## src/rtl/character_ngram_generator_assert.svh

```systemverilog
// assertion macros for the character n-gram generator
`ifndef CHARACTER_NGRAM_GENERATOR_ASSERT_SVH
`define CHARACTER_NGRAM_GENERATOR_ASSERT_SVH

// same-cycle implication, checked out of reset
`define CNG_ASSERT_IMP(name, ante, cons) \
  name: assert property (@(posedge clk) disable iff (!rst_n) (ante) |-> (cons)) \
    else $error("cng assertion failed: same-cycle implication");

// next-cycle implication, checked out of reset
`define CNG_ASSERT_NEXT(name, ante, cons) \
  name: assert property (@(posedge clk) disable iff (!rst_n) (ante) |=> (cons)) \
    else $error("cng assertion failed: next-cycle implication");

`endif

```

## src/rtl/cng_pkg.sv

```systemverilog
// shared types and constants of the character n-gram generator
`default_nettype none

package cng_pkg;

  localparam int WINDOW_SIZE_DEF = 4;

  localparam int CHAR_W      = 21;
  localparam int LEN_W       = 3;
  localparam int IDX_W       = 2;
  localparam int CNT_W       = 3;
  localparam int IN_TDATA_W  = 24;
  localparam int OUT_TDATA_W = 32;
  localparam int CFG_ADDR_W  = 4;
  localparam int CFG_DATA_W  = 32;

  localparam logic [LEN_W-1:0] GRAM_LO_RST   = 3'd1;
  localparam logic [LEN_W-1:0] GRAM_HI_RST   = 3'd2;
  localparam logic             LEAD_ONLY_RST = 1'b0;

  typedef enum logic [1:0] {
    REG_GRAM_LO,
    REG_GRAM_HI,
    REG_LEAD_ONLY
  } cng_reg_t;

  typedef enum logic [1:0] {
    ST_IDLE,
    ST_FIRST,
    ST_EMIT
  } cng_state_t;

  typedef struct packed {
    logic [LEN_W-1:0] gram_lo;
    logic [LEN_W-1:0] gram_hi;
    logic             lead_only;
  } cng_cfg_t;

endpackage

`default_nettype wire

```

## src/rtl/character_ngram_generator.sv

```systemverilog
// an item is accepted in ST_IDLE and planned in ST_FIRST; ST_EMIT then gives one gram
// character per cycle while unstalled; a new item is taken only back in ST_IDLE
// results leave through an output register, so downstream stalls pause the walk
// reset (synchronous, active low): window cleared, shortest gram 1, longest gram 2,
// lead-only mode off, output empty
`default_nettype none

module character_ngram_generator import cng_pkg::*; #(
  parameter int WINDOW_SIZE = WINDOW_SIZE_DEF
) (
  input  logic                   clk,
  input  logic                   rst_n,
  // input stream
  input  logic                   in_tvalid,
  output logic                   in_tready,
  input  logic [IN_TDATA_W-1:0]  in_tdata,   // [20:0] code_point, rest zero
  input  logic                   in_tuser,   // [0] is_token
  input  logic                   in_tlast,   // end_of_text
  // result stream
  output logic                   out_tvalid,
  input  logic                   out_tready,
  output logic [OUT_TDATA_W-1:0] out_tdata,  // [20:0] gram_char, [23:21] gram_length,
                                             // [25:24] char_index, rest zero
  output logic                   out_tuser,  // [0] gram_done
  output logic                   out_tlast,  // item_done
  // configuration
  input  logic                   cfg_psel,
  input  logic                   cfg_penable,
  input  logic                   cfg_pwrite,
  input  logic [CFG_ADDR_W-1:0]  cfg_paddr,
  input  logic [CFG_DATA_W-1:0]  cfg_pwdata,
  output logic [CFG_DATA_W-1:0]  cfg_prdata,
  output logic                   cfg_pready
);

  localparam int               SLOT_W = (WINDOW_SIZE > 1) ? $clog2(WINDOW_SIZE) : 1;
  localparam logic [CNT_W-1:0] WIN    = CNT_W'(WINDOW_SIZE);
  localparam int               PAD_W  = OUT_TDATA_W - CHAR_W - LEN_W - IDX_W;

  // configuration registers
  cng_cfg_t cfg_r;
  cng_reg_t cfg_sel;
  logic     cfg_wr;

  // window state
  logic [CHAR_W-1:0]      win_char_r   [WINDOW_SIZE];
  logic [CHAR_W-1:0]      win_char_nxt [WINDOW_SIZE];
  logic [WINDOW_SIZE-1:0] win_tok_r, win_tok_nxt;
  logic [WINDOW_SIZE-1:0] brk_r, brk_nxt;
  logic [CNT_W-1:0]       seen_r, seen_nxt;
  logic                   eot_r, eot_nxt;

  // sequencer
  cng_state_t        state_r, state_nxt;
  logic [SLOT_W-1:0] s_r, s_nxt;
  logic [LEN_W-1:0]  g_r, g_nxt;
  logic [LEN_W-1:0]  k_r, k_nxt;

  // output register
  logic              out_valid_r, out_valid_nxt;
  logic [CHAR_W-1:0] out_char_r, out_char_nxt;
  logic [LEN_W-1:0]  out_len_r, out_len_nxt;
  logic [IDX_W-1:0]  out_idx_r, out_idx_nxt;
  logic              out_gdone_r, out_gdone_nxt;
  logic              out_last_r, out_last_nxt;

  // plan
  logic [LEN_W-1:0]                  mn;
  logic [WINDOW_SIZE-1:0]            emit_mask;
  logic [WINDOW_SIZE-1:0][LEN_W-1:0] top_len;

  logic              in_acc;
  logic              adv;
  logic [SLOT_W-1:0] first_s;
  logic [SLOT_W-1:0] next_s;
  logic              next_found;
  logic [LEN_W-1:0]  cur_top;
  logic              gram_end;
  logic              item_end;
  logic              finish;
  logic [CNT_W-1:0]  slot_sum;
  logic [SLOT_W-1:0] rd_slot;
  logic              nbrk;

  // ---------------------------------------------------------------- config

  assign cfg_pready = 1'b1;
  assign cfg_sel    = cng_reg_t'(cfg_paddr[3:2]);
  assign cfg_wr     = cfg_psel && cfg_penable && cfg_pwrite && cfg_pready;

  always_ff @(posedge clk) begin
    if (!rst_n) begin
      cfg_r.gram_lo   <= GRAM_LO_RST;
      cfg_r.gram_hi   <= GRAM_HI_RST;
      cfg_r.lead_only <= LEAD_ONLY_RST;
    end else if (cfg_wr) begin
      case (cfg_sel)
        REG_GRAM_LO:   cfg_r.gram_lo   <= cfg_pwdata[LEN_W-1:0];
        REG_GRAM_HI:   cfg_r.gram_hi   <= cfg_pwdata[LEN_W-1:0];
        REG_LEAD_ONLY: cfg_r.lead_only <= cfg_pwdata[0];
        default: begin
        end
      endcase
    end
  end

  always_comb begin
    case (cfg_sel)
      REG_GRAM_LO:   cfg_prdata = CFG_DATA_W'(cfg_r.gram_lo);
      REG_GRAM_HI:   cfg_prdata = CFG_DATA_W'(cfg_r.gram_hi);
      REG_LEAD_ONLY: cfg_prdata = CFG_DATA_W'(cfg_r.lead_only);
      default:       cfg_prdata = '0;
    endcase
  end

  // ---------------------------------------------------------------- plan

  cng_plan #(
    .WINDOW_SIZE (WINDOW_SIZE)
  ) u_plan (
    .cfg       (cfg_r),
    .win_tok   (win_tok_r),
    .brk       (brk_r),
    .seen      (seen_r),
    .eot       (eot_r),
    .mn        (mn),
    .emit_mask (emit_mask),
    .top_len   (top_len)
  );

  // ---------------------------------------------------------------- walk control

  assign in_acc = in_tvalid && in_tready;
  assign adv    = !out_valid_r || out_tready;
  assign nbrk   = (seen_r == '0) || !win_tok_r[WINDOW_SIZE-1];

  always_comb begin
    first_s    = '0;
    next_s     = '0;
    next_found = 1'b0;
    // downward scan leaves the lowest match
    for (int i = WINDOW_SIZE - 1; i >= 0; i--) begin
      if (emit_mask[i]) begin
        first_s = SLOT_W'(i);
      end
      if (emit_mask[i] && (i > int'(s_r))) begin
        next_s     = SLOT_W'(i);
        next_found = 1'b1;
      end
    end
  end

  assign cur_top  = top_len[s_r];
  assign gram_end = (k_r == (g_r - LEN_W'(1)));
  assign item_end = gram_end && (g_r == cur_top) && !next_found;
  assign finish   = ((state_r == ST_FIRST) && (emit_mask == '0))
                 || ((state_r == ST_EMIT) && adv && item_end);
  assign slot_sum = CNT_W'(s_r) + k_r;
  assign rd_slot  = slot_sum[SLOT_W-1:0];

  // next state
  always_comb begin
    case (state_r)
      ST_IDLE:  state_nxt = in_acc ? ST_FIRST : ST_IDLE;
      ST_FIRST: state_nxt = (emit_mask != '0) ? ST_EMIT : ST_IDLE;
      ST_EMIT:  state_nxt = (adv && item_end) ? ST_IDLE : ST_EMIT;
      default:  state_nxt = ST_IDLE;
    endcase
  end

  // outputs and datapath next values
  always_comb begin
    in_tready = (state_r == ST_IDLE);

    win_char_nxt = win_char_r;
    win_tok_nxt  = win_tok_r;
    brk_nxt      = brk_r;
    seen_nxt     = seen_r;
    eot_nxt      = eot_r;
    s_nxt        = s_r;
    g_nxt        = g_r;
    k_nxt        = k_r;

    out_valid_nxt = out_valid_r;
    out_char_nxt  = out_char_r;
    out_len_nxt   = out_len_r;
    out_idx_nxt   = out_idx_r;
    out_gdone_nxt = out_gdone_r;
    out_last_nxt  = out_last_r;

    if (in_acc) begin
      for (int i = 0; i < WINDOW_SIZE - 1; i++) begin
        win_char_nxt[i] = win_char_r[i+1];
        win_tok_nxt[i]  = win_tok_r[i+1];
        brk_nxt[i]      = brk_r[i+1];
      end
      win_char_nxt[WINDOW_SIZE-1] = in_tdata[CHAR_W-1:0];
      win_tok_nxt[WINDOW_SIZE-1]  = in_tuser;
      brk_nxt[WINDOW_SIZE-1]      = nbrk;
      seen_nxt = (seen_r < WIN) ? (seen_r + CNT_W'(1)) : seen_r;
      eot_nxt  = in_tlast;
    end

    if (out_tready) begin
      out_valid_nxt = 1'b0;
    end

    if (state_r == ST_FIRST) begin
      s_nxt = first_s;
      g_nxt = mn;
      k_nxt = '0;
    end

    if ((state_r == ST_EMIT) && adv) begin
      out_valid_nxt = 1'b1;
      out_char_nxt  = win_char_r[rd_slot];
      out_len_nxt   = g_r;
      out_idx_nxt   = k_r[IDX_W-1:0];
      out_gdone_nxt = gram_end;
      out_last_nxt  = item_end;
      if (!gram_end) begin
        k_nxt = k_r + LEN_W'(1);
      end else if (g_r != cur_top) begin
        g_nxt = g_r + LEN_W'(1);
        k_nxt = '0;
      end else begin
        s_nxt = next_s;
        g_nxt = mn;
        k_nxt = '0;
      end
    end

    // end of text empties the window once the item is finished
    if (finish && eot_r) begin
      win_tok_nxt = '0;
      brk_nxt     = '1;
      seen_nxt    = '0;
      eot_nxt     = 1'b0;
    end
  end

  // ---------------------------------------------------------------- registers

  always_ff @(posedge clk) begin
    if (!rst_n) begin
      state_r     <= ST_IDLE;
      win_tok_r   <= '0;
      brk_r       <= '1;
      seen_r      <= '0;
      eot_r       <= 1'b0;
      out_valid_r <= 1'b0;
    end else begin
      state_r     <= state_nxt;
      win_tok_r   <= win_tok_nxt;
      brk_r       <= brk_nxt;
      seen_r      <= seen_nxt;
      eot_r       <= eot_nxt;
      out_valid_r <= out_valid_nxt;
    end
  end

  always_ff @(posedge clk) begin
    win_char_r  <= win_char_nxt;
    s_r         <= s_nxt;
    g_r         <= g_nxt;
    k_r         <= k_nxt;
    out_char_r  <= out_char_nxt;
    out_len_r   <= out_len_nxt;
    out_idx_r   <= out_idx_nxt;
    out_gdone_r <= out_gdone_nxt;
    out_last_r  <= out_last_nxt;
  end

  assign out_tvalid = out_valid_r;
  assign out_tdata  = {{PAD_W{1'b0}}, out_idx_r, out_len_r, out_char_r};
  assign out_tuser  = out_gdone_r;
  assign out_tlast  = out_last_r;

  // ---------------------------------------------------------------- assertions

`include "character_ngram_generator_assert.svh"

  `CNG_ASSERT_IMP(a_char_in_gram, state_r == ST_EMIT, k_r < g_r)
  `CNG_ASSERT_IMP(a_start_planned, state_r == ST_EMIT, emit_mask[s_r])
  `CNG_ASSERT_IMP(a_last_ends_gram, out_tvalid && out_tlast, out_tuser)
  `CNG_ASSERT_NEXT(a_last_loaded, (state_r == ST_EMIT) && adv && item_end, out_tvalid && out_tlast)

endmodule

`default_nettype wire

```

## src/rtl/cng_plan.sv

```systemverilog
// per-start planning: which window starts emit and their longest clean gram
`default_nettype none

module cng_plan import cng_pkg::*; #(
  parameter int WINDOW_SIZE = WINDOW_SIZE_DEF
) (
  input  cng_cfg_t                              cfg,
  input  logic [WINDOW_SIZE-1:0]                win_tok,
  input  logic [WINDOW_SIZE-1:0]                brk,
  input  logic [CNT_W-1:0]                      seen,
  input  logic                                  eot,
  output logic [LEN_W-1:0]                      mn,
  output logic [WINDOW_SIZE-1:0]                emit_mask,
  output logic [WINDOW_SIZE-1:0][LEN_W-1:0]     top_len
);

  localparam logic [CNT_W-1:0] WIN = CNT_W'(WINDOW_SIZE);

  logic [LEN_W-1:0] mx;
  logic [CNT_W-1:0] lo;
  logic [CNT_W-1:0] hi;
  logic             has_range;
  logic [CNT_W-1:0] run;
  logic [CNT_W-1:0] avail;
  logic [CNT_W-1:0] top;
  logic [CNT_W-1:0] eff;
  logic [CNT_W-1:0] s_v;
  logic             stop;

  always_comb begin
    mn = (cfg.gram_lo == '0) ? LEN_W'(1) : cfg.gram_lo;
    mx = (cfg.gram_hi > WIN) ? WIN : cfg.gram_hi;

    // starts that become final with this item
    if (!eot) begin
      has_range = (seen >= mx);
      lo        = WIN - mx;
      hi        = WIN - mx;
    end else begin
      has_range = 1'b1;
      lo        = WIN - mx;
      if ((WIN - seen) > lo) begin
        lo = WIN - seen;
      end
      hi        = WIN - CNT_W'(1);
    end

    run   = '0;
    avail = '0;
    top   = '0;
    eff   = '0;
    s_v   = '0;
    stop  = 1'b0;
    for (int s = 0; s < WINDOW_SIZE; s++) begin
      s_v   = CNT_W'(s);
      avail = WIN - s_v;
      top   = (mx < avail) ? mx : avail;
      // length of the token run that begins at this start
      run   = '0;
      stop  = 1'b0;
      for (int j = 0; j < WINDOW_SIZE; j++) begin
        if (j >= s) begin
          if (!stop && win_tok[j]) begin
            run = run + CNT_W'(1);
          end else begin
            stop = 1'b1;
          end
        end
      end
      eff          = (top < run) ? top : run;
      top_len[s]   = eff;
      emit_mask[s] = (mn <= mx) && has_range && (s_v >= lo) && (s_v <= hi)
                     && !(cfg.lead_only && !brk[s]) && (mn <= eff);
    end
  end

endmodule

`default_nettype wire

```

## config.mk

```make
export PLATFORM = sky130hd
export DESIGN_NAME = character_ngram_generator
export DESIGN_NICKNAME = d
export VERILOG_FILES = /design/src/rtl/cng_pkg.sv /design/src/rtl/character_ngram_generator.sv /design/src/rtl/cng_plan.sv
export VERILOG_INCLUDE_DIRS = /design/src /design/src/rtl
export SDC_FILE = /design/constraint.sdc
export NUM_CORES = 1
export LEC_CHECK = 0
export BUFFER_PORTS_ARGS = -buffer_cell sky130_fd_sc_hd__buf_2
export CORE_MARGIN = 4
export CORE_UTILIZATION = 55
export DETAILED_ROUTE_END_ITERATION = 8
export PLACE_DENSITY = 0.83
export SETUP_SLACK_MARGIN = 0.1
export SKIP_CTS_REPAIR_TIMING = 1
export SLEW_MARGIN = 30
export SYNTH_ARGS = -nofsm -noshare
export SYNTH_HDL_FRONTEND = slang
export SYNTH_SLANG_ARGS = --single-unit
export TNS_END_PERCENT = 30
```

## constraint.sdc

```tcl
create_clock -name clk -period 6.08 [get_ports clk]
set_input_delay 0.304 -clock clk [delete_from_list [all_inputs] [get_ports clk]]
set_output_delay 0.304 -clock clk [all_outputs]
set_load 0.02 [all_outputs]
```

# --- Word-level counts from Yosys, hierarchy flattened ---
# Index checks and enable logic that the tools add are counted.
totals:
  register_bits: 142
  inputBits: 69
  output_inout_bits: 69
  elab_cells: 205
op_classes:
  addsub: 13
  magnitude_cmp: 30
  eq_ne: 7
  n_mux: 62
  bitwise_logic: 2
  n_reduce_logical: 70
op_table:
  columns: ["op", "n"]
  rows:
  - ["$mux 3", 27]
  - ["$bmux 21 s2", 1]
  - ["$mux 21", 2]
  - ["$logic_and 1x1->1", 40]
  - ["$mux 2", 13]
  - ["$add 3x1->3 const B", 6]
  - ["$mux 1", 16]
  - ["$le 3x3->1", 5]
  - ["$logic_not 1->1", 14]
  - ["$lt 3x3->1", 3]
  - ["$pmux 3 s3", 1]
  - ["$reduce_and 2->1", 4]
  - ["$add 1x1->2 const B", 3]
  - ["$bmux 3 s2", 1]
  - ["$eq 3x3->1", 2]
  - ["$ge 1x3->1 const A", 2]
  - ["$ge 2x3->1 const A", 2]
  - ["$le 1x3->1 const A", 2]
  - ["$le 2x3->1 const A", 2]
  - ["$logic_not 3->1", 2]
  - ["$lt 3x2->1 const B", 2]
  - ["$lt 3x3->1 const B", 2]
  - ["$pmux 2 s3", 1]
  - ["$sub 3x3->3 const A", 2]
  - ["22 further kinds", 29]

# --- Depth between registers and ports, before layout ---
# Gate-level depths: netlist of the first run.
depth:
  depth_word: 21
  depth_mapped: 23
  mapped_depth_nobuf: 22

# --- Hierarchy ---
# From an unflattened synthesis of the first run, not the netlist that was laid out.
hier_totals:
  hier_cells: 499
  area_unflattened_um2: 6895.4
modules_own_cells:
  columns: ["module", "instances", "cells_per_inst", "area_each_um2", "seq_area_each_um2"]
  rows:
  - ["character_ngram_generator", 1, 360, 5876.9, 3993.8]
  - ["cng_plan", 1, 139, 1018.5, 0.0]

# --- Worst setup path before layout of the first run ---
# OpenSTA, ideal clock, no wires.
synth_timing:
  kind: "register to register"
  startpoint: "register win_tok_r[1]"
  endpoint: "register brk_r[1]"
  arrival_ns: 4.029
  required_ns: 5.815
  setup_slack_ns: 1.786
  path_stages_with_launch: 22
  path_buffers: 1
  synth_period_minus_slack_ns: 4.294
  path_cell_list: "dfxtp_1 nand2_1 inv_1 ha_1 o21a_1 ha_1 mux2i_1 a21oi_1 inv_1 ha_1 o21ba_2 a21oi_4 mux2i_1 ha_1 a211oi_1 o22ai_1 o32ai_1 a32oi_1 a31o_2 a31oi_2 buf_6 o211ai_1"
synth_between:
  elab_chain_cells: 19
  elab_cells_between_ends: 44
  cone_classes: "add/sub: 4; order compare: 4; eq/ne: 1; mux: 15; reduce/logical: 20"
synth_lines:
  columns: ["element", "line", "text"]
  rows:
  - ["from (decl)", "character_ngram_generator.sv:48", "logic [WINDOW_SIZE-1:0] win_tok_r, win_tok_nxt;"]
  - ["from (signal assigned)", "character_ngram_generator.sv:254", "win_tok_r <= win_tok_nxt;"]
  - ["branches (longest 16 deep; another with $add 3x1->3)", null, null]
  - ["$logic_or 1x1->1 (*)", "character_ngram_generator.sv:157", "|| ((state_r == ST_EMIT) && adv && item_end);"]
  - ["$logic_and 1x1->1 (*)", "character_ngram_generator.sv:234", "if (finish && eot_r) begin"]
  - ["$reduce_or 2->1 (no line) (*)", null, null]
  - ["to (signal assigned)", "character_ngram_generator.sv:255", "brk_r <= brk_nxt;"]
  - ["to (decl)", "character_ngram_generator.sv:49", "logic [WINDOW_SIZE-1:0] brk_r, brk_nxt;"]
# Mark *: on every way between the ends. The select of a mux whose other input is x is not followed.
# A chain may end at the register's enable or synchronous reset.

# --- Worst setup path after layout of the first run ---
layout_timing:
  startpoint: "register win_tok_r[1]"
  endpoint: "register brk_r[0]"
# Same word-level chain as after synthesis.

==> flow_metrics.py, run 1 <==
metrics = {
    "floorplanning": {
        "die_h_um": 121.8,
        "die_w_um": 121.8,
        "io_pins": 138,
        "die_area_um2": 14830,
        "start_util": 0.5621,
        "core_um2": 12670,
        "std_cell_rows": 41,
    },
    "cells_and_area": {
        "syn_to_final_growth_pct": 13.09,
        "insertedDiodeCount": 0,
        "finalInstanceArea_um2": 8054,
        "drive_gt1_frac": 0.2293,
        "final_nets": 722,
    },
    "timing": {
        "period_minus_slack_ps": 5201,
        "max_clock_freq_mhz": 192.3,
        "fin_ws_ps": 878.9,
        "finalSetupViolations": 0,
        "fin_setup_tns_ps": 0,
        "period_share": 0.8554,
        "hold_violations": 0,
        "tightest_slew_ps": 688.9,
        "slew_headroom": 0.5407,
        "finClkSkew_ps": 8.415,
        "rsz0062_at_grt": "no",
        "holdWs_ps": 59.86,
        "slew_violations": 0,
    },
    "global_route": {
        "gr-total-overflow": 0,
        "grt_max_degree": 56,
        "antenna_found_initial": 0,
        "grt_pass1_vias": 4516,
        "grt_pass1_wl_um": 22670,
        "grt_use_total": 0.1992,
    },
    "clock_tree": {
        "numCtsBuffers": 17,
        "root_buffer": "clkbuf_16",
        "cts_sinks": 142,
        "htreeDepth": 4,
        "clk_path_buf_depth": 2,
        "clock_latency_ps": 420,
        "cts_tree": "built",
        "path_clk_slew_ps": 60,
    },
    "logic_synthesis": {
        "netlist-cell-type-count": 73,
        "synthFlopType": "edfxtp_1",
        "yosysTopAreaCell": "edfxtp_1",
        "syn_avg_cell_area_um2": 13.19,
        "yosys_warnings": 0,
        "ys_seq_area_frac": 0.5608,
        "async_flop_share": 0,
        "yosysTopAreaCellShare": 0.4849,
        "ys_ff_latch": 142,
        "synthCells": 540,
        "synth_edf_count": 115,
        "ys_top_cells_by_area": "edfxtp_1, dfxtp_1, ha_1",
        "netlist_area_um2": 7122,
    },
    "place": {
        "place_area_um2": 7498,
        "finalWeightedCongestion": 0.8866,
        "pre_cts_ws_ps": 979.5,
        "portBuffers": 67,
        "post-dp-hpwl_um": 9459,
    },
    "critical_path": {
        "crit_start": "win_tok_r[1]",
        "crit_fanout": 12,
        "reg2reg_depth": 20,
        "worstSetupPathType": "reg -> reg",
        "arrival_ps": 5470,
        "critical_path_buf_inv_count": 2,
        "crit_slowest_cell": "a31oi_2",
        "cp-end-kind": "flip-flop",
        "cp_top_family": "compound AO/OA/AOI/OAI gates",
        "cp.required_ps": 6340,
        "max_stage_delay_ps": 520,
        "critical_path.startpoint_type": "flip-flop",
        "r2r_setup_slack_ps": 880,
        "rr_startpoint": "win_tok_r[1]",
        "crit_end": "brk_r[0]",
        "cp.depth": 20,
        "r2r-end": "brk_r[0]",
        "crit_top_cell": "ha_1",
        "cp_cell_sequence": "nand2_1 -> inv_1 -> ha_1 -> o21a_1 -> ha_1 -> mux2i_1 -> a21oi_1 -> inv_1 -> ha_1 -> o21ba_2 -> a21oi_4 -> mux2i_1 -> ha_1 -> a211oi_1 -> o22ai_1 -> o32ai_1 -> a32oi_1 -> a31o_2 -> a31oi_2 -> o21ai_0",
    },
    "power_and_ir_drop": {
        "pwr-share-clk": 0.397,
        "pwr-share-comb": 0.126,
        "p_sw_mw": 0.6088,
        "power_density_nw_per_um2": 306.6,
        "seq_power_share": 0.477,
        "leakage_nw": 3.132,
        "internal-power_mw": 1.861,
        "ir_drop_mv": 0.2016,
        "switching_share": 0.2465,
    },
    "detailed_routing": {
        "drt_wl_total_um": 14110,
        "routed_via_density": 5.603,
        "drt_iter0_markers": 322,
        "ant_nets": 0,
        "wl_per_cell_um": 17.63,
        "vias": 4482,
        "drt-pass1-iter-count": 5,
        "route.detailed.drc": 0,
    },
    "hold_path": {
        "hold_path.class": "in -> reg",
    },
    "outcome": {
        "status": "finished, final reports clean",
    },
    "job": {
        "timing.max_cap.violations": 0,
    },
}
[routing by layer]
metal / vias up / track usage / share of wire
met2: 174 / 0.3339 / 0.49
met1: 2205 / 0.2479 / 0.42
met5: - / 0 / 0
met3: 24 / 0.05292 / 0.064
met4: 0 / 0.07773 / 0.019
li1: 2079 / - / -
[logic make-up (layout without fill, tap and decap cells)]
family,Yosys count,count (layout),synth area share
other,2,41,0.001055
AND/OR/NAND/NOR,129,129,0.1001
XOR/XNOR,14,14,0.01722
buffers and inverters,89,138,0.06905
adder cells (fa/ha/maj),38,38,0.06676
AO/OA/AOI/OAI,88,88,0.09469
flip-flops,142,142,0.5608
multiplexers,38,38,0.09030
[per-stage QoR]
| stage | power, mW | std cells | util |
|---|---|---|---|
| 3_5_place_dp | 1.501 | 768 | 0.5918 |
| 4_1_cts | 2.490 | 800 | 0.6356 |
| 3_3_place_gp | 1.481 | 768 | 0.5918 |
| 2_1_floorplan | 1.441 | 579 | - |
| 6_report | 2.470 | 800 | 0.6356 |
| 5_1_grt | 2.567 | 800 | 0.6356 |
[cell type report]
cell class	count	area, um^2
fill	946	4617
timing repair buffer	71	365.4
multi-input combinational	348	2793
sequential	142	3994
tap	172	215.2
clock buffer	20	436.7
clock inverter	12	118.9
inverter	35	131.4
[how the worst min path moves through the flow]
stage	from	end	slack, ps	depth (start not counted)
final	in_tdata[13]	win_char_r[13]	60	1
after detailed placement	win_char_r[58]	win_char_r[79]	430	0
after global routing	in_tdata[11]	win_char_r[11]	40	1
after floorplan	rst_n	cfg_r[2]	370	1
after CTS	in_tdata[13]	win_char_r[13]	40	1
after global placement	win_char_r[17]	win_char_r[38]	430	0
[cell usage after synthesis, types with 3 or more instances]
| cell | instances |
|---|---|
| nand2b_1 | 7 |
| o22ai_1 | 5 |
| nor2_1 | 32 |
| xor2_1 | 6 |
| nor2b_1 | 10 |
| a211oi_1 | 3 |
| ha_1 | 38 |
| nand2_1 | 29 |
| and2_4 | 4 |
| nor3_1 | 4 |
| dfxtp_1 | 27 |
| nor4_1 | 4 |
| buf_2 | 3 |
| and3_1 | 4 |
| o32ai_1 | 3 |
| o211a_1 | 3 |
| nor2b_4 | 3 |
| o21ai_0 | 17 |
| a21oi_1 | 11 |
| a21o_1 | 3 |
| and2_1 | 3 |
| o211ai_1 | 4 |
| buf_4 | 37 |
| mux4_2 | 21 |
| inv_1 | 35 |
| nand3_1 | 11 |
| a21boi_0 | 4 |
| xnor2_1 | 8 |
| mux2i_1 | 17 |
| edfxtp_1 | 115 |
| clkbuf_1 | 10 |
| o21a_1 | 3 |
| a32oi_1 | 3 |
[flip-flops by register name, summed over array words and instances, names as in the netlist]
register / flops
s_r: 2
brk_r: 4
win_char_r: 84
cfg_r: 7
g_r: 3
state_r: 2
out_len_r: 3
out_tuser: 1
eot_r: 1
k_r: 3
out_tvalid: 1
out_idx_r: 2
win_tok_r: 4
seen_r: 3
out_char_r: 21
out_tlast: 1
[worst reg2reg max path: cells and delay by family, from the launching register on]
kind / cells / cell delay [ps]
AO/OA/AOI/OAI: 11 / 2930
adder cells (fa/ha/maj): 4 / 1070
buffers and inverters: 2 / 190
AND/OR/NAND/NOR: 1 / 130
multiplexers: 2 / 270
flip-flops: 1 / 460
[power by group through the flow]
stage / logic, mW / clock network [mW] / registers (mW)
after floorplan: 0.261 / 0 / 1.18
after global placement: 0.292 / 0 / 1.19
after detailed placement: 0.306 / 0 / 1.19
after CTS: 0.313 / 0.999 / 1.18
after global routing: 0.341 / 1.04 / 1.18
final: 0.311 / 0.980 / 1.18
[placed cells by master (no fill, tap or decap), types with 4 or more instances in the layout]
master       n
nand2b_1     7
nor2b_1     10
a21boi_0     4
nand2_1     29
a21oi_1     11
edfxtp_1   115
nand3_1     11
conb_1      41
nor4_1       4
mux2i_1     17
buf_4        4
inv_1       35
nor2_1      32
clkbuf_16   17
buf_2       67
and2_4       5
mux4_2      21
o21ai_0     17
clkinv_1     4
xnor2_1      7
o211ai_1     4
xor2_1       6
nor3_1       4
and3_1       4
dfxtp_1     27
o22ai_1      5
ha_1        38
Power figures use the tool's default switching activity.
==> run 2, diff against run 1 <==
--- a/config.mk
+++ b/config.mk
@@ -7,7 +7,6 @@
 export NUM_CORES = 1
 export LEC_CHECK = 0
 export BUFFER_PORTS_ARGS = -buffer_cell sky130_fd_sc_hd__buf_2
-export CORE_MARGIN = 4
 export CORE_UTILIZATION = 55
 export DETAILED_ROUTE_END_ITERATION = 8
 export PLACE_DENSITY = 0.83
==> constraint.sdc (replaced) <==
create_clock -name clk -period 6.08 [get_ports clk]
set_input_delay 0.608 -clock clk [delete_from_list [all_inputs] [get_ports clk]]
set_output_delay 0.608 -clock clk [all_outputs]
set_load 0.02 [all_outputs]
==> run 2 against run 1 <==
Die area shrank 9.6%; combinational power barely moved; maximum frequency is 1.6% higher; worst hold slack gained 310 ps; sequential share of layout area barely moved; core utilization rose by 0.28 points; critical endpoint unchanged; largest power group unchanged.
==> flow_metrics.py, run 2 (synthesis results as in run 1) <==
metrics = {
    "place": {
        "finalWeightedCongestion": 0.9225,
        "place_area_um2": 7498,
        "pre_cts_ws_ps": 915.6,
        "post-dp-hpwl_um": 9230,
        "portBuffers": 67,
    },
    "timing": {
        "rsz0062_at_grt": "no",
        "fin_ws_ps": 960.3,
        "holdWs_ps": 365.6,
        "finalSetupViolations": 0,
        "finClkSkew_ps": 7.815,
        "period_share": 0.8421,
        "fin_setup_tns_ps": 0,
        "slew_headroom": 0.4787,
        "tightest_slew_ps": 774.8,
        "hold_violations": 0,
        "period_minus_slack_ps": 5120,
        "max_clock_freq_mhz": 195.3,
        "slew_violations": 0,
    },
    "global_route": {
        "grt_use_total": 0.2141,
        "grt_use_met1": 0.2571,
        "grt_pass1_wl_um": 21290,
        "antenna_found_initial": 1,
        "grt.busiest_layer": "met2",
        "use_met3": 0.05805,
        "use_met2": 0.3706,
        "grt_max_degree": 56,
        "grt_pass1_vias": 4272,
        "gr-total-overflow": 0,
    },
    "cells_and_area": {
        "final_common_cell": "edfxtp_1",
        "top_regs": "win_char_r x84, out_char_r x21, cfg_r x7",
        "drive_gt1_frac": 0.2293,
        "multi_input_area_um2": 2793,
        "largest-register": "win_char_r",
        "syn_to_final_growth_pct": 13.12,
        "largest_register_ffs": 84,
        "final_cell_mix": "edfxtp_1, buf_2, conb_1, ha_1, inv_1",
        "regArea_um2": 3994,
        "fillCellCount": 941,
        "final_nets": 722,
        "finalInstanceArea_um2": 8056,
    },
    "power_and_ir_drop": {
        "power_mw": 2.461,
        "ir_drop_mv": 0.2112,
        "leakage_nw": 3.132,
        "power_density_nw_per_um2": 305.4,
    },
    "detailed_routing": {
        "drt-pass1-iter-count": 5,
        "drt_iter0_markers": 340,
        "routed_via_density": 5.537,
        "route.detailed.drc": 0,
        "drt_wl_total_um": 13560,
        "ant_nets": 0,
        "vias": 4435,
        "wl_per_cell_um": 16.93,
    },
    "outcome": {
        "status": "finished, final reports clean",
    },
    "clock_tree": {
        "cts_tree": "built",
        "clk_path_buf_depth": 2,
        "cts_sinks": 142,
        "root_buffer": "clkbuf_16",
        "htreeDepth": 4,
        "numCtsBuffers": 17,
        "clock_latency_ps": 420,
        "path_clk_slew_ps": 60,
    },
    "critical_path": {
        "crit_slowest_cell": "a31oi_2",
        "cp_cell_sequence": "nand2_1 -> inv_1 -> ha_1 -> o21a_1 -> ha_1 -> mux2i_1 -> a21oi_1 -> inv_1 -> ha_1 -> o21ba_2 -> a21oi_4 -> mux2i_1 -> ha_1 -> a211oi_1 -> o22ai_1 -> o32ai_1 -> a32oi_1 -> a31o_2 -> a31oi_2 -> o21ai_0",
        "critical_path_buf_inv_count": 2,
        "cp-end-kind": "flip-flop",
        "cp.required_ps": 6340,
        "crit_top_cell": "ha_1",
        "arrival_ps": 5380,
        "max_stage_delay_ps": 560,
        "cp_top_family": "compound AO/OA/AOI/OAI gates",
        "critical_path.startpoint_type": "flip-flop",
        "worstSetupPathType": "reg -> reg",
        "crit_fanout": 12,
    },
    "hold_path": {
        "hold_path.class": "in -> reg",
    },
    "floorplanning": {
        "io_pins": 138,
        "std_cell_rows": 41,
        "die_h_um": 115.8,
        "die_w_um": 115.8,
        "start_util": 0.5643,
        "core_um2": 12620,
        "die_area_um2": 13410,
    },
    "job": {
        "timing.max_cap.violations": 0,
    },
}
run 2: worst paths after layout:
path / startpoint / depth (start not counted) / to / slack (ps)
worst min-delay path: in_tdata[6] / 1 / win_char_r[6] / 370
worst min register to register: win_char_r[50] / 0 / win_char_r[71] / 450
worst max-delay path: win_tok_r[1] / 20 / brk_r[0] / 960
worst max register to register: win_tok_r[1] / 20 / brk_r[0] / 960
run 2: worst register-to-register path, cell delays in order (launching register included):
cell and delay [ps]:
dfxtp_1 470, nand2_1 130, inv_1 90, ha_1 240, o21a_1 180, ha_1 270
mux2i_1 60, a21oi_1 280, inv_1 80, ha_1 290, o21ba_2 250, a21oi_4 180
mux2i_1 210, ha_1 260, a211oi_1 290, o22ai_1 160, o32ai_1 380, a32oi_1 130
a31o_2 300, a31oi_2 560, o21ai_0 180
run 2: power breakdown:
group          switching (mW)  internal, mW  total (mW)
sequential             0.0458          1.13        1.18
clock                   0.377         0.598       0.975
combinational           0.177         0.131       0.308
run 2: area by class of cell:
type / count / share of cell area
antenna: 1 / 0.0003106
sequential: 142 / 0.4957
multi-input combinational: 348 / 0.3466
inverter: 35 / 0.01631
timing repair buffer: 71 / 0.04535
clock buffer: 20 / 0.05420
tap: 172 / 0.02671
clock inverter: 12 / 0.01475
run 2: metrics by stage:
stage / util / cells
finish: 0.6384 / 801
detailed placement: 0.5942 / 768
global placement: 0.5942 / 768
global route: 0.6384 / 801
floorplan: - / 579
CTS: 0.6382 / 800
run 2: metal layers:
layer,up-vias,wire length [um]
li1,2093,-
met1,2172,5683
met2,153,6944
met3,17,728
met4,0,201
met5,-,0
==> run 3, diff against run 2 <==
==> constraint.sdc (replaced) <==
create_clock -name clk -period 4.76 [get_ports clk]
set_input_delay 0.476 -clock clk [delete_from_list [all_inputs] [get_ports clk]]
set_output_delay 0.476 -clock clk [all_outputs]
set_load 0.02 [all_outputs]
==> run 3 against run 2 <==
Cell count is 0.37% higher; global-route usage is 1.2 points higher; flip-flop and latch count stayed put; clock power is 38% higher; combinational power is 31% higher; clock-buffer cell count is 3 higher; via count is 1.2% higher; sequential power is 28% higher; critical path type unchanged.
==> flow_metrics.py, run 3 (synthesis results as in run 1) <==
metrics = {
    "critical_path": {
        "cp.required_ps": 5040,
        "arrival_ps": 4750,
        "worstSetupPathType": "reg -> reg",
        "critical_path.startpoint_type": "flip-flop",
        "crit_fanout": 6,
        "rr_startpoint": "win_tok_r[0]",
        "r2r-end": "brk_r[1]",
        "cp-end-kind": "flip-flop",
        "r2r_setup_slack_ps": 290,
        "crit_start": "win_tok_r[0]",
        "crit_end": "brk_r[1]",
        "reg2reg_depth": 21,
    },
    "cells_and_area": {
        "largest_register_ffs": 84,
        "final_common_cell": "edfxtp_1",
        "final_cell_mix": "edfxtp_1, buf_2, conb_1, ha_1, inv_1",
        "top_regs": "win_char_r x84, out_char_r x21, cfg_r x7",
        "insertedDiodeCount": 0,
        "syn_to_final_growth_pct": 15.14,
        "largest-register": "win_char_r",
        "final_core_util": 0.6498,
        "drive_gt1_frac": 0.2547,
        "final_nets": 726,
        "fillCellCount": 927,
    },
    "timing": {
        "finClkSkew_ps": 6.298,
        "finalSetupViolations": 0,
        "max_clock_freq_mhz": 223.6,
        "slew_violations": 0,
        "period_minus_slack_ps": 4472,
        "hold_violations": 0,
        "slew_headroom": 0.4191,
        "period_share": 0.9395,
        "fin_setup_tns_ps": 0,
        "tightest_slew_ps": 863.4,
        "rsz0062_at_grt": "no",
    },
    "detailed_routing": {
        "wl_per_cell_um": 18.00,
        "routed_via_density": 5.581,
        "drt-pass1-iter-count": 4,
        "vias": 4487,
        "drt_iter0_markers": 314,
        "route.detailed.drc": 0,
        "drt_wl_total_um": 14480,
        "ant_nets": 0,
    },
    "power_and_ir_drop": {
        "ir_drop_mv": 0.2695,
        "power_density_nw_per_um2": 397.5,
        "leakage_nw": 3.185,
    },
    "hold_path": {
        "hold_path.class": "in -> reg",
        "hp-start": "in_tdata[9]",
    },
    "job": {
        "timing.max_cap.violations": 0,
    },
    "clock_tree": {
        "htreeDepth": 4,
        "clk_path_buf_depth": 2,
        "numCtsBuffers": 17,
        "cts_tree": "built",
        "cts_sinks": 142,
        "clock_latency_ps": 420,
        "path_clk_slew_ps": 60,
        "root_buffer": "clkbuf_16",
    },
    "global_route": {
        "grt_pass1_wl_um": 22440,
        "grt_use_total": 0.2265,
        "grt_pass1_vias": 4486,
        "antenna_found_initial": 0,
        "grt_max_degree": 52,
        "gr-total-overflow": 0,
    },
    "place": {
        "finalWeightedCongestion": 0.9300,
        "post-dp-hpwl_um": 9338,
        "portBuffers": 67,
    },
    "outcome": {
        "status": "finished, final reports clean",
    },
    "floorplanning": {
        "io_pins": 138,
        "core_um2": 12620,
        "die_w_um": 115.8,
        "std_cell_rows": 41,
        "die_h_um": 115.8,
        "die_area_um2": 13410,
        "start_util": 0.5643,
    },
}
-- run 3: cell types whose count changed in the layout (fill, tap and decap cells not counted), sizes merged --
cell | previous run | this run
buf | 71 | 75
bufinv | 2 | 3
clkbuf | 20 | 23
clkinv | 8 | 4
diode | 1 | 0
-- run 3: area by class of cell --
| class | instances | area [um^2] | share of cell area |
|---|---|---|---|
| flip-flops and latches | 142 | 3999 | 0.4876 |
| multi-input cells | 348 | 2854 | 0.3480 |
| clock buffers | 23 | 467.9 | 0.05706 |
| repair buffers | 75 | 399.1 | 0.04867 |
| well taps | 172 | 215.2 | 0.02624 |
| clock inverters | 9 | 133.9 | 0.01633 |
| inverters | 35 | 131.4 | 0.01602 |
-- run 3: worst min path at each step --
stage                     slack, ps             end  depth (start not counted)
after floorplan                 420  win_char_r[63]                          0
after global placement          430  win_char_r[28]                          0
after detailed placement        430  win_char_r[62]                          0
after CTS                       210   win_char_r[2]                          1
after global routing            210   win_char_r[2]                          1
final                           230   win_char_r[9]                          1
-- run 3: through the flow --
step | hold WS [ps] | instance area, um^2 | power, mW | setup WS (ps) | instances
after floorplan | 420.9 | 7268 | 1.840 | 465.7 | 579
after global placement | 428.8 | 7521 | 1.893 | 186.7 | 771
after detailed placement | 432.6 | 7521 | 1.917 | 8.808 | 771
after CTS | 212.4 | 8123 | 3.267 | -3.752 | 803
after global routing | 211.5 | 8200 | 3.369 | 89.34 | 804
final | 226.6 | 8200 | 3.259 | 288.2 | 804
-- run 3: where the power goes --
part / total, mW / internal (mW) / switching (mW)
sequential: 1.51 / 1.44 / 0.0619
clock: 1.35 / 0.853 / 0.495
combinational: 0.405 / 0.172 / 0.233
total: 3.26 / 2.47 / 0.790
-- run 3: routing by layer --
layer | up-vias | share of wire | track usage
met2 | 133 | 0.51 | 0.3940
met5 | - | 0 | 0
met4 | 0 | 0.017 | 0.07949
met3 | 23 | 0.049 | 0.05858
li1 | 2102 | - | -
met1 | 2229 | 0.42 | 0.2726
-- run 3: worst max-delay path, cell delays in order, from the launching register on --
cell and delay [ps]:
dfxtp_4 380, nand2_2 80, inv_1 120, ha_4 210
o21a_1 170, ha_1 280, mux2i_1 90, a21oi_2 210
inv_1 70, ha_1 280, o21ba_2 240, a21oi_4 150
mux2i_1 210, ha_1 270, a211oi_2 300, o22ai_2 120
o32ai_2 340, a32oi_2 100, a31o_2 270, a31oi_4 210
buf_6 160, o211ai_1 90
